### config.mk
export PLATFORM = sky130hd
export DESIGN_NAME = lcd_color_correction_top_flat
export DESIGN_NICKNAME = d
export VERILOG_FILES = /design/src/sv/lcc_pkg.sv /design/src/sv/lcc_in_if.sv /design/src/sv/lcc_out_if.sv /design/src/sv/lcc_mix.sv /design/src/sv/lcd_color_correction_top.sv /design/src/flat_wrapper.sv
export SDC_FILE = /design/constraint.sdc
export NUM_CORES = 1
export LEC_CHECK = 0
export ABC_AREA = 1
export BUFFER_PORTS_ARGS = -buffer_cell sky130_fd_sc_hd__buf_2
export CAP_MARGIN = 25
export CORE_MARGIN = 10
export CORE_UTILIZATION = 64
export DETAILED_ROUTE_END_ITERATION = 8
export PLACE_DENSITY = 0.84
export SLEW_MARGIN = 10
export SYNTH_ARGS = -nofsm -noshare
export SYNTH_HDL_FRONTEND = slang
export SYNTH_HIERARCHICAL = 1
export SYNTH_SLANG_ARGS = --single-unit
### constraint.sdc
create_clock -name clk -period 11.6 [get_ports clk]
set_clock_uncertainty 0.2 [all_clocks]
set_input_delay 1.74 -clock clk [delete_from_list [all_inputs] [get_ports clk]]
set_output_delay 1.74 -clock clk [all_outputs]
set_load 0.02 [all_outputs]
### src/sv/lcc_pkg.sv
// ----------------------------------------------------------------------------
// lcc_pkg: shared types, tables and helpers for the LCD color correction.
// Holds the gamma intensity table, the crosstalk matrix and the field widths.
// ----------------------------------------------------------------------------
`default_nettype none

package lcc_pkg;

    localparam int unsigned CHAN_W    = 8;
    localparam int unsigned INDEX_W   = 5;
    localparam int unsigned LEVEL_W   = 8;
    localparam int unsigned WEIGHT_W  = 5;
    localparam int unsigned CONTRIB_W = 7;
    localparam int unsigned NUM_CHAN  = 3;
    localparam int unsigned LEVEL_SHIFT = 5;

    localparam logic [CHAN_W-1:0] OUT_OFFSET = 8'd32;

    typedef logic [CHAN_W-1:0]    chan_t;
    typedef logic [INDEX_W-1:0]   index_t;
    typedef logic [LEVEL_W-1:0]   level_t;
    typedef logic [WEIGHT_W-1:0]  weight_t;
    typedef logic [CONTRIB_W-1:0] contrib_t;

    // Rows are source channels, columns are displayed channels.
    localparam weight_t CROSSTALK [NUM_CHAN][NUM_CHAN] = '{
        '{5'd16, 5'd4,  5'd4 },
        '{5'd8,  5'd16, 5'd8 },
        '{5'd0,  5'd8,  5'd16}
    };

    function automatic level_t gamma_level(input index_t idx);
        level_t lvl;
        case (idx)
            5'd0:    lvl = 8'h00;
            5'd1:    lvl = 8'h10;
            5'd2:    lvl = 8'h20;
            5'd3:    lvl = 8'h30;
            5'd4:    lvl = 8'h40;
            5'd5:    lvl = 8'h50;
            5'd6:    lvl = 8'h5e;
            5'd7:    lvl = 8'h6c;
            5'd8:    lvl = 8'h7a;
            5'd9:    lvl = 8'h88;
            5'd10:   lvl = 8'h94;
            5'd11:   lvl = 8'ha0;
            5'd12:   lvl = 8'hae;
            5'd13:   lvl = 8'hb7;
            5'd14:   lvl = 8'hbf;
            5'd15:   lvl = 8'hc6;
            5'd16:   lvl = 8'hce;
            5'd17:   lvl = 8'hd3;
            5'd18:   lvl = 8'hd9;
            5'd19:   lvl = 8'hdf;
            5'd20:   lvl = 8'he3;
            5'd21:   lvl = 8'he7;
            5'd22:   lvl = 8'heb;
            5'd23:   lvl = 8'hef;
            5'd24:   lvl = 8'hf3;
            5'd25:   lvl = 8'hf6;
            5'd26:   lvl = 8'hf9;
            5'd27:   lvl = 8'hfb;
            5'd28:   lvl = 8'hfd;
            5'd29:   lvl = 8'hfe;
            default: lvl = 8'hff;
        endcase
        return lvl;
    endfunction

    function automatic contrib_t crosstalk_term(input level_t lvl, input weight_t w);
        logic [LEVEL_W+WEIGHT_W-1:0] prod;
        prod = lvl * w;
        return prod[LEVEL_SHIFT +: CONTRIB_W];
    endfunction

endpackage

`default_nettype wire

### src/sv/lcc_in_if.sv
// ----------------------------------------------------------------------------
// lcc_in_if: source pixel channel.
// Carries one RGB888 pixel item with a valid/ready handshake.
// ----------------------------------------------------------------------------
`default_nettype none

interface lcc_in_if
    import lcc_pkg::*;
();
    logic  valid;
    logic  ready;
    chan_t red_in;
    chan_t green_in;
    chan_t blue_in;

    modport source (output valid, output red_in, output green_in, output blue_in,
                    input ready);
    modport sink   (input valid, input red_in, input green_in, input blue_in,
                    output ready);
endinterface

`default_nettype wire

### src/sv/lcc_out_if.sv
// ----------------------------------------------------------------------------
// lcc_out_if: corrected pixel channel.
// Carries one displayed RGB pixel item with a valid/ready handshake.
// ----------------------------------------------------------------------------
`default_nettype none

interface lcc_out_if
    import lcc_pkg::*;
();
    logic  valid;
    logic  ready;
    chan_t red_out;
    chan_t green_out;
    chan_t blue_out;

    modport source (output valid, output red_out, output green_out, output blue_out,
                     input ready);
    modport sink   (input valid, input red_out, input green_out, input blue_out,
                    output ready);
endinterface

`default_nettype wire

### src/sv/lcc_mix.sv
// ----------------------------------------------------------------------------
// lcc_mix: combines three crosstalk terms into one displayed channel.
// Sorts the terms ascending, weighs them 1, 2 and 4, scales by 5/16, offsets.
// ----------------------------------------------------------------------------
`default_nettype none

module lcc_mix
    import lcc_pkg::*;
(
    input  var contrib_t term [NUM_CHAN],
    output var chan_t    level
);

    contrib_t    a0, b0, a1, b1, lo, mid, hi;
    logic [9:0]  weighted;
    logic [12:0] scaled;
    logic [8:0]  shifted;

    always_comb
    begin
        a0 = (term[0] > term[1]) ? term[1] : term[0];
        b0 = (term[0] > term[1]) ? term[0] : term[1];
        a1 = (b0 > term[2]) ? term[2] : b0;
        hi = (b0 > term[2]) ? b0 : term[2];
        lo  = (a0 > a1) ? a1 : a0;
        mid = (a0 > a1) ? a0 : a1;
        weighted = 10'(lo) + {2'b0, mid, 1'b0} + {1'b0, hi, 2'b0};
        scaled   = {weighted, 2'b0} + 13'(weighted);
        shifted  = scaled[12:4];
        level    = shifted[CHAN_W-1:0] + OUT_OFFSET;
    end

endmodule

`default_nettype wire

### src/sv/lcd_color_correction_top.sv
// ----------------------------------------------------------------------------
// lcd_color_correction_top: handheld LCD color correction for RGB888 pixels.
//
// Each item on pixel_in is one source pixel; only bits 7..3 of every channel
// are used. Each item on pixel_out is the color the LCD would show, with
// every channel in the range 32 to 239. Exactly one result item leaves for
// every accepted pixel, in order.
//
// The block is a two-stage pipeline: an input register holds the pixel, the
// gamma lookup, crosstalk, sort and scaling run in one combinational pass,
// and an output register holds the result. An accepted pixel is captured
// in the input register and its result in the output register, and one
// pixel can be accepted every cycle while the receiver keeps taking results.
//
// When the receiver stalls, the output register holds its result and the
// input register can still take one more pixel before ready drops. Reset
// empties both stages; there is no other state.
// ----------------------------------------------------------------------------
`default_nettype none

module lcd_color_correction_top
    import lcc_pkg::*;
(
    input  wire        clk,
    input  wire        rst_n,
    lcc_in_if.sink     pixel_in,
    lcc_out_if.source  pixel_out
);

    logic     in_valid_reg, in_valid_next;
    chan_t    in_pix_reg  [NUM_CHAN];
    logic     out_valid_reg, out_valid_next;
    chan_t    out_pix_reg [NUM_CHAN];
    logic     out_ready, in_ready;
    level_t   lvl [NUM_CHAN];
    contrib_t term [NUM_CHAN][NUM_CHAN];
    chan_t    result [NUM_CHAN];

    assign out_ready = !out_valid_reg || pixel_out.ready;
    assign in_ready  = !in_valid_reg || out_ready;

    always_comb
    begin
        in_valid_next  = pixel_in.valid || (in_valid_reg && !out_ready);
        out_valid_next = in_valid_reg || (out_valid_reg && !pixel_out.ready);
    end

    always_ff @(posedge clk or negedge rst_n)
    begin
        if (!rst_n)
        begin
            in_valid_reg  <= 1'b0;
            out_valid_reg <= 1'b0;
        end
        else
        begin
            if (in_ready)
            begin
                in_valid_reg <= in_valid_next;
            end
            if (out_ready)
            begin
                out_valid_reg <= out_valid_next;
            end
        end
    end

    always_ff @(posedge clk)
    begin
        if (in_ready && pixel_in.valid)
        begin
            in_pix_reg[0] <= pixel_in.red_in;
            in_pix_reg[1] <= pixel_in.green_in;
            in_pix_reg[2] <= pixel_in.blue_in;
        end
        if (out_ready && in_valid_reg)
        begin
            out_pix_reg <= result;
        end
    end

    always_comb
    begin
        for (int s = 0; s < NUM_CHAN; s++)
        begin
            lvl[s] = gamma_level(in_pix_reg[s][CHAN_W-1 -: INDEX_W]);
        end
        for (int d = 0; d < NUM_CHAN; d++)
        begin
            for (int s = 0; s < NUM_CHAN; s++)
            begin
                term[d][s] = crosstalk_term(lvl[s], CROSSTALK[s][d]);
            end
        end
    end

    for (genvar d = 0; d < NUM_CHAN; d++)
    begin : g_mix
        lcc_mix u_mix (
            .term  (term[d]),
            .level (result[d])
        );
    end

    assign pixel_in.ready      = in_ready;
    assign pixel_out.valid     = out_valid_reg;
    assign pixel_out.red_out   = out_pix_reg[0];
    assign pixel_out.green_out = out_pix_reg[1];
    assign pixel_out.blue_out  = out_pix_reg[2];

endmodule

`default_nettype wire

### src/flat_wrapper.sv
// flat-port wrapper written by rule: the top's interface ports become plain ports
module lcd_color_correction_top_flat import lcc_pkg::*;
  (clk, rst_n, pixel_in_valid, pixel_in_red_in, pixel_in_green_in, pixel_in_blue_in, pixel_in_ready, pixel_out_valid, pixel_out_red_out, pixel_out_green_out, pixel_out_blue_out, pixel_out_ready);
  lcc_in_if pixel_in_i ();
  lcc_out_if pixel_out_i ();
  input  wire clk;
  input  wire rst_n;
  input wire logic [$bits(pixel_in_i.valid)-1:0] pixel_in_valid;
  input wire logic [$bits(pixel_in_i.red_in)-1:0] pixel_in_red_in;
  input wire logic [$bits(pixel_in_i.green_in)-1:0] pixel_in_green_in;
  input wire logic [$bits(pixel_in_i.blue_in)-1:0] pixel_in_blue_in;
  output wire logic [$bits(pixel_in_i.ready)-1:0] pixel_in_ready;
  output wire logic [$bits(pixel_out_i.valid)-1:0] pixel_out_valid;
  output wire logic [$bits(pixel_out_i.red_out)-1:0] pixel_out_red_out;
  output wire logic [$bits(pixel_out_i.green_out)-1:0] pixel_out_green_out;
  output wire logic [$bits(pixel_out_i.blue_out)-1:0] pixel_out_blue_out;
  input wire logic [$bits(pixel_out_i.ready)-1:0] pixel_out_ready;
  assign pixel_in_i.valid = pixel_in_valid;
  assign pixel_in_i.red_in = pixel_in_red_in;
  assign pixel_in_i.green_in = pixel_in_green_in;
  assign pixel_in_i.blue_in = pixel_in_blue_in;
  assign pixel_in_ready = pixel_in_i.ready;
  assign pixel_out_valid = pixel_out_i.valid;
  assign pixel_out_red_out = pixel_out_i.red_out;
  assign pixel_out_green_out = pixel_out_i.green_out;
  assign pixel_out_blue_out = pixel_out_i.blue_out;
  assign pixel_out_i.ready = pixel_out_ready;
  lcd_color_correction_top u_core (.clk(clk), .rst_n(rst_n), .pixel_in(pixel_in_i), .pixel_out(pixel_out_i));
endmodule
# == Word level (Yosys, flattened, before mapping) ==
# Memory sizes are Yosys's and may differ from the RTL's.
# Index checks and enable logic that the tools add are counted.
# W data, S select, Z words.
# op_classes
n_addsub,12
order_cmp,9
n_mux,20
n_reduce_logical,12
# op_table
op,count
$mux W7,16
$add A12 B10 Y12,3
$add A9 B9 Y10,3
$add A7 B8 Y9,3
$add A8 B6 Y8 const B,3
$gt A6 B7 Y1,2
$gt A7 B6 Y1,2
$gt A7 B7 Y1,2
$mux W6,2
$gt A5 B7 Y1,1
$gt A7 B1 Y1 const B,1
$gt A5 B6 Y1,1
$logic_and A1 B1 Y1,4
$logic_not A1 Y1,4
$logic_or A1 B1 Y1,4
$mux W1,2
# totals
register_bits,26
ram_bits,24
mem_bits_ro,768
input_bits,28
output_inout_bits,26
word_cells,62
n_memories,4
# mem_list
name,words,width,rd,rd_clocked_by_memory_dff,wr,line,source
(no name shown),32,8,1,0,0,lcc_pkg.sv:34,case (idx)
(no name shown),32,8,1,0,0,lcc_pkg.sv:34,
(no name shown),32,8,1,0,0,lcc_pkg.sv:34,
u_core.in_pix_reg,3,8,3,0,3,lcd_color_correction_top.sv:31,chan_t in_pix_reg [NUM_CHAN];

# == Longest topological paths before layout ==
# Gate-level depths: netlist (run 1).
# An unclocked memory read counts as a cell.
# depth
ltp_word,12
mapped_depth,59

# == Hierarchy ==
# The synthesis (run 1) kept the hierarchy.
# modules_own_cells
module,instances,cells_per_inst,area_per_inst_um2,seq_area_each_um2
lcd_color_correction_top,1,251,2358.5,1221.2
lcc_mix (u_core.g_mix[2].u_mix),1,288,1878.1,0.0
lcc_mix (u_core.g_mix[1].u_mix),1,289,1843.0,0.0
lcc_mix (u_core.g_mix[0].u_mix),1,290,1833.0,0.0

# == Worst setup path before layout (run 1) ==
# Ideal clock, no wire load.
# synth_path
path_type,register to register
startpoint,mem u_core/in_pix_reg[0][3] in the netlist's numbering
endpoint,"reg u_core.out_pix_reg, in the netlist u_core/pixel_out.blue_out[7] (data pin)"
t_arrival_ns,7.723
setup_slack_ns,3.425
stages_incl_launch_ff,57
n_path_buf,3
period_less_slack_ns,8.175
cell_sequence,edfxtp_1 > inv_1 > ha_1 > inv_1 > nand2_1 > nand3_1 > nand3_1 > nand2_1 > ha_1 > a21oi_1 > nand2_1 > nand2_2 > nand2_4 > nand2_4 > clkbuf_8 > nor2_1 > a21oi_2 > ha_1 > [21 not listed] > nand2_1 > xnor2_1 > inv_1 > ha_1 > nand2_1 > nor2_1 > a211oi_1 > nand2_2 > nand2_2 > nand2_2 > xor2_2 > inv_2 > ha_1 > nand3b_1 > nand2_1 > inv_1 > nand2_1 > nand2_1
# synth_lines
item,line,source
"start, declared",lcd_color_correction_top.sv:31,
"end signal, assigned",lcd_color_correction_top.sv:78,out_pix_reg <= result;
"end, declared",lcd_color_correction_top.sv:33,chan_t out_pix_reg [NUM_CHAN];

==> results.md, run 1 <==
- CP dominant cell by count: nand2_1
- Residual DRC: 0
- Final HPWL DP: 13000 um
- Vias in the first global route: around 6400
- Clock Pin Slew Worst Setup and Hold Paths: 0.06 ns
- Status: finished clean
- CTS tree: done
- Gr ovfl total: 0
- Clock Sinks: 41
- Post-synth top cells: 288 x nand2_1, 138 x inv_1, 136 x ha_1
- Leading area contributor after synthesis: ha_1
- Post-synth EDFFs: 39
- Post-cts resize count: 0
- Die X: 131 um
- Yosys cell types: 42
- Fin crit period: 9.21 ns
- Flops & latches, synth: a little over 40
- Slew headroom: 0.496
- Synth Instances: 1118
- Setup CP Type: reg -> reg
- Initial Util: 0.656
- Vias per cell: between 5 and 6
- CP Launch Type: flop
- Sequential cell area fraction in the yosys report: 0.154
- Post-synth ARST share: 0.0488
- Final hold vios: 0
- Layout cell share with drive strength beyond 1: 0.148
- Initial antenna violation count: 0
- Starting DRT DRC Count: 255
- Flop2flop setup slack: around 2.4 ns
- Final-layout fill cell count: around 1000
- Layout Area Growth over Synthesis: 6.66%
- Period Utilization, post-route: 0.794
- Maxcap violations: 0
- Drt total wl: 15200 um
- Syn_area_per_cell: 7.08 um2
- HP Class: reg -> reg
- Setup TNS after final layout: 0 ns
- Cts hold-fix bufs: 0
- Core area: 0.0121 mm2
- Avg WL per Cell: between 10 and 15 um
- Via count: 6873
- Min Hold Slack: about 0.3 ns
- Max frequency: between 0.1 and 0.15 GHz
- Worst-Skew Late Latency: around 0.3 ns
- Gr usage total: 0.180
- Num ports: 54
- H-tree depth: 2
- RSZ-0062 raised after global routing: false
- Clk root buf: clkbuf_16
- Post-route antenna net violation count: 0
- Pin count of the biggest net entering global routing: 25
- Longest Clk Path Bufs: 2
- Row cnt: 40
- Final GP Congestion: 0.897
- YS warnings: 6
- First-pass GRT wire length: approximately 27000 um
- WP data required: 11.45 ns
- CP Capture Type: flop
- Num CTS Buffers: 5
- Die area: 0.0172 mm2
- Net count of the finished layout: 1350
- Top cells by area, synth: ha_1 22%, edfxtp_1 15%, nand2_1 14%, inv_1 6.5%, o21ai_0 4.7%
- ANT cells: 0
- CP arrival: 9.06 ns
- Yosys top cell area share: 0.215
- Crit Path Max Fanout: 22
- Fin. max-slew vios: 0
- Crit-path slowest cell: edfxtp_1
- Die H: approximately 130 um
- DR pass1 iterations: 7
- Synthesized area: 0.00791 mm2
- Slew @ Worst Pin: about 0.75 ns
- Main synth FF type: edfxtp_1
- Final setup viols: 0
- Largest register FFs: 15
- I/O Buffers: between 40 and 50
- Post-CTS Setup Bufs: 0
- Max incr delay on CP: ~0.5 ns
- Most frequent cell after synthesis: nand2_1
## per-layer routing
layer  GRT usage  vias up  wire, um
li1            -     3758         -
met1       0.226     2991      7330
met2       0.309      102      7000
met3      0.0328       22       644
met4      0.0431        0       261
met5           0        -         0
## through the flow
stage	instances	utilization	cell area, um2	setup slack, ns
global route	1337	0.700	8440	1.41
finish	1337	0.700	8440	2.39
detailed placement	1329	0.685	8270	2.43
CTS	1337	0.700	8440	2.35
floorplan	1141	-	8000	3.43
global placement	1329	0.685	8270	2.59
## path summary, 6_finish.rpt
check                                        start                           end  cells past startpoint
min in group asynchronous                    rst_n        u_core/pixel_out.valid                      1
hold / removal                 u_core/in_valid_reg        u_core/pixel_out.valid                      2
hold reg to reg                u_core/in_valid_reg        u_core/pixel_out.valid                      2
setup / recovery           u_core/in_pix_reg[0][3]  u_core/pixel_out.blue_out[7]                     53
setup reg to reg           u_core/in_pix_reg[0][3]  u_core/pixel_out.blue_out[7]                     53
max in group asynchronous                    rst_n           u_core/in_valid_reg                      1
## critical path, delay by kind of cell, from the launching register on
family	cells	cell delay, ns
fa+ha+maj	9	2.89
simple gates	28	2.79
compound gates	7	1.45
xor+xnor	2	0.32
buf+inv	7	0.76
flops	1	0.50
## area by class of cell
type,instances,area (um2),share of cell area
clock buffer,5,125,0.0148
clock inverter,3,46.3,0.00549
inverter,152,574,0.0681
multi-input combinational,923,6030,0.715
sequential,41,1220,0.145
tap,168,210,0.0249
timing repair buffer,45,228,0.0270
## logic make-up after synthesis
logic type               count (synthesis)  share of synthesized area
AO/OA/AOI/OAI                          220                      0.158
flip-flops                              41                      0.154
AND/OR/NAND/NOR                        494                      0.295
other                                    1                   0.000474
XOR/XNOR                                31                     0.0372
adder cells (fa/ha/maj)                154                      0.261
buffers and inverters                  177                     0.0944
## cell usage in the layout (no fill, tap or decap), drive strengths merged, types with 3 or more instances in the layout
cell    netlist  layout
buf          17      45
xnor2        10      10
fa           18      18
nand3        64      64
nor3          3       3
edfxtp       39      39
o21bai        9       9
o21ai       119     119
a21oi        76      76
nand4         9       9
a211oi        3       3
inv         151     151
nor2         61      61
nand3b        5       5
a21o          6       6
o211ai        7       7
nand2       344     344
ha          136     136
conb          1      24
clkbuf        8       5
xor2         21      21
and2          3       3
or2           5       5
Power of run 1 is left out: the tool's default activity adds up to more than one toggle a clock period on the data nets, which glitch-free logic cannot reach.
==> run 2, diff against run 1 <==
--- a/config.mk
+++ b/config.mk
@@ -9,9 +9,9 @@
 export BUFFER_PORTS_ARGS = -buffer_cell sky130_fd_sc_hd__buf_2
 export CAP_MARGIN = 25
 export CORE_MARGIN = 10
-export CORE_UTILIZATION = 64
+export CORE_UTILIZATION = 57
 export DETAILED_ROUTE_END_ITERATION = 8
-export PLACE_DENSITY = 0.84
+export PLACE_DENSITY = 0.79
 export SLEW_MARGIN = 10
 export SYNTH_ARGS = -nofsm -noshare
 export SYNTH_HDL_FRONTEND = slang
==> constraint.sdc (replaced) <==
create_clock -name clk -period 8.3 [get_ports clk]
set_clock_uncertainty 0.2 [all_clocks]
set_input_delay 1.245 -clock clk [delete_from_list [all_inputs] [get_ports clk]]
set_output_delay 1.245 -clock clk [all_outputs]
set_load 0.02 [all_outputs]
==> results.md, run 2 (synthesis results as in run 1) <==
- Status: finished clean (unchanged)
- CTS tree: done (unchanged)
- R2R depth: 53 (unchanged)
- Avg WL per Cell: 14.1 um (was 11.4 um)
- Crit-path slowest cell: fa_1 (was edfxtp_1)
- CP dominant cell by count: nand2_2 (was nand2_1)
- Final HPWL DP: 14400 um (was 13000 um)
- HP Class: reg -> reg (unchanged)
- Max frequency: 0.123 GHz (was 0.109 GHz)
- Residual DRC: 0 (unchanged)
- Die area: 0.0190 mm2 (was 0.0172 mm2)
- Flop2flop setup slack: 0.16 ns (was 2.39 ns)
- Fin crit period: 8.14 ns (was 9.21 ns)
- Top delay family on crit path: adder cells (unchanged)
- H-tree depth: 2 (unchanged)
- Starting DRT DRC Count: 432 (was 255)
- Largest register FFs: 15 (unchanged)
- Register area: 0.00122 mm2 (unchanged)
- Clock Sinks: 41 (unchanged)
- Num ports: 54 (unchanged)
- Max incr delay on CP: 0.47 ns (was 0.50 ns)
- ANT cells: 0 (unchanged)
- Min Hold Slack: 0.293 ns (was 0.292 ns)
- DP Worst Slack: -0.229 ns (was 2.43 ns)
- Most common cell after layout, fill and taps aside: nand2_1 (unchanged)
- I/O Buffers: 44 (unchanged)
- Row cnt: 42 (was 40)
- Slew @ Worst Pin: 0.519 ns (was 0.753 ns)
- Pin count of the biggest net entering global routing: 25 (unchanged)
- Final hold vios: 0 (unchanged)
- Clk root buf: clkbuf_16 (unchanged)
- WP data required: 8.17 ns (was 11.45 ns)
- Worst setup path start: u_core/in_pix_reg[0][12] (was u_core/in_pix_reg[0][3])
- Post-route antenna net violation count: 0 (unchanged)
- RR Startpoint: u_core/in_pix_reg[0][12] (was u_core/in_pix_reg[0][3])
- Gr usage total: 0.190 (was 0.180)
- DR pass1 iterations: 5 (was 7)
- Initial antenna violation count: 1 (was 0)
- Gr ovfl total: 0 (unchanged)
- RSZ-0062 raised after global routing: true (was false)
- Core area: 0.0134 mm2 (was 0.0121 mm2)
- Commonest non-fill, non-tap cells in the layout: 272 x nand2_1, 147 x buf_4, 125 x inv_1 (was 288 x nand2_1, 138 x inv_1, 136 x ha_1)
- Period Utilization, post-route: 0.980 (was 0.794)
- Maxcap violations: 0 (unchanged)
- Fin. max-slew vios: 0 (unchanged)
- Via count: 8007 (was 6873)
- CP Capture Type: flop (unchanged)
- Setup ws final: 0.162 ns (was 2.39 ns)
- Crit Path Max Fanout: 8 (was 22)
- Worst-Skew Late Latency: 0.31 ns (was 0.30 ns)
- Die X: 138 um (was 131 um)
- Net count of the finished layout: 1504 (was 1350)
- Initial Util: 0.590 (was 0.656)
- Buffer and inverter count on the worst path: 8 (was 7)
- Setup TNS after final layout: 0 ns (unchanged)
- Clock Pin Slew Worst Setup and Hold Paths: 0.08 ns (was 0.06 ns)
- Reg2reg end: u_core/pixel_out.blue_out[7] (unchanged)
- Final GP Congestion: 0.922 (was 0.897)
- Slew headroom: 0.654 (was 0.496)
- Num CTS Buffers: 5 (unchanged)
- Die H: 138 um (was 131 um)
- Layout cell share with drive strength beyond 1: 0.327 (was 0.148)
- Cts hold-fix bufs: 0 (unchanged)
- Drt total wl: 21200 um (was 15200 um)
- Vias in the first global route: 6972 (was 6431)
- Final-layout fill cell count: 913 (was 1036)
- Setup CP Type: reg -> reg (unchanged)
- Multi-input gate area: 0.00673 mm2 (was 0.00603 mm2)
- CP Launch Type: flop (unchanged)
- Vias per cell: 5.34 (was 5.14)
- Layout Area Growth over Synthesis: 30.1% (was 6.66%)
- Final setup viols: 0 (unchanged)
- CP arrival: 8.01 ns (was 9.06 ns)
- Longest Clk Path Bufs: 2 (unchanged)
- End of the critical path: u_core/pixel_out.blue_out[7] (unchanged)
- First-pass GRT wire length: 30200 um (was 27400 um)
- WP depth: 53 (unchanged)
run 2: cell types whose count changed in the layout (fill, tap and decap cells not counted), moves of 16 or more:
cell / before / now
buf_4: 1 / 147
ha_1: 136 / 114
ha_4: 0 / 21
o21ai_0: 75 / 56
o21ai_2: 4 / 21
nand2_1: 288 / 272
run 2: worst min path at each step:
stage	startpoint	to	slack, ns	depth (start not counted)
after global routing	u_core/in_valid_reg	u_core/pixel_out.valid	0.33	2
after floorplan	u_core/in_valid_reg	u_core/pixel_out.valid	0.25	2
after global placement	u_core/in_valid_reg	u_core/pixel_out.valid	0.28	2
after detailed placement	u_core/in_valid_reg	u_core/pixel_out.valid	0.29	2
after CTS	u_core/in_valid_reg	u_core/pixel_out.valid	0.30	2
final	u_core/in_valid_reg	u_core/pixel_out.valid	0.29	2
run 2: metal layers:
| metal | routed length [um] | vias to the layer above | global-route usage |
|---|---|---|---|
| li1 | - | 4076 | - |
| met1 | 8970 | 3685 | 0.240 |
| met2 | 10800 | 206 | 0.338 |
| met3 | 1010 | 40 | 0.0226 |
| met4 | 406 | 0 | 0.0382 |
| met5 | 0 | - | 0 |
run 2: tightest hold or removal path, stage by stage (launching register included):
cell	delay, ns
dfrtp_1	0.34
inv_1	0.06
nand2_1	0.06
run 2: metrics by stage:
stage	std cells	area, um2	utilization
finish	1499	10300	0.768
global route	1499	10300	0.768
CTS	1466	9420	0.703
detailed placement	1451	9130	0.682
global placement	1451	9130	0.682
floorplan	1141	8000	-
run 2: layout make-up:
cell class	instances	area share
sequential	41	0.119
multi-input combinational	928	0.653
clock buffer	5	0.0122
tap	176	0.0214
inverter	152	0.0579
timing repair buffer	192	0.131
clock inverter	3	0.00450
timing repair inverter	2	0.00146
run 2: what timing repair did:
| action | CTS | global route |
|---|---|---|
| setup buffers | 5 | 28 |
| resized for setup | 19 | 136 |
| setup endpoints to repair | 5 | 13 |
| pin swaps | 4 | 43 |
| cloned | 2 | 5 |
Power of run 2 is left out for the same reason.
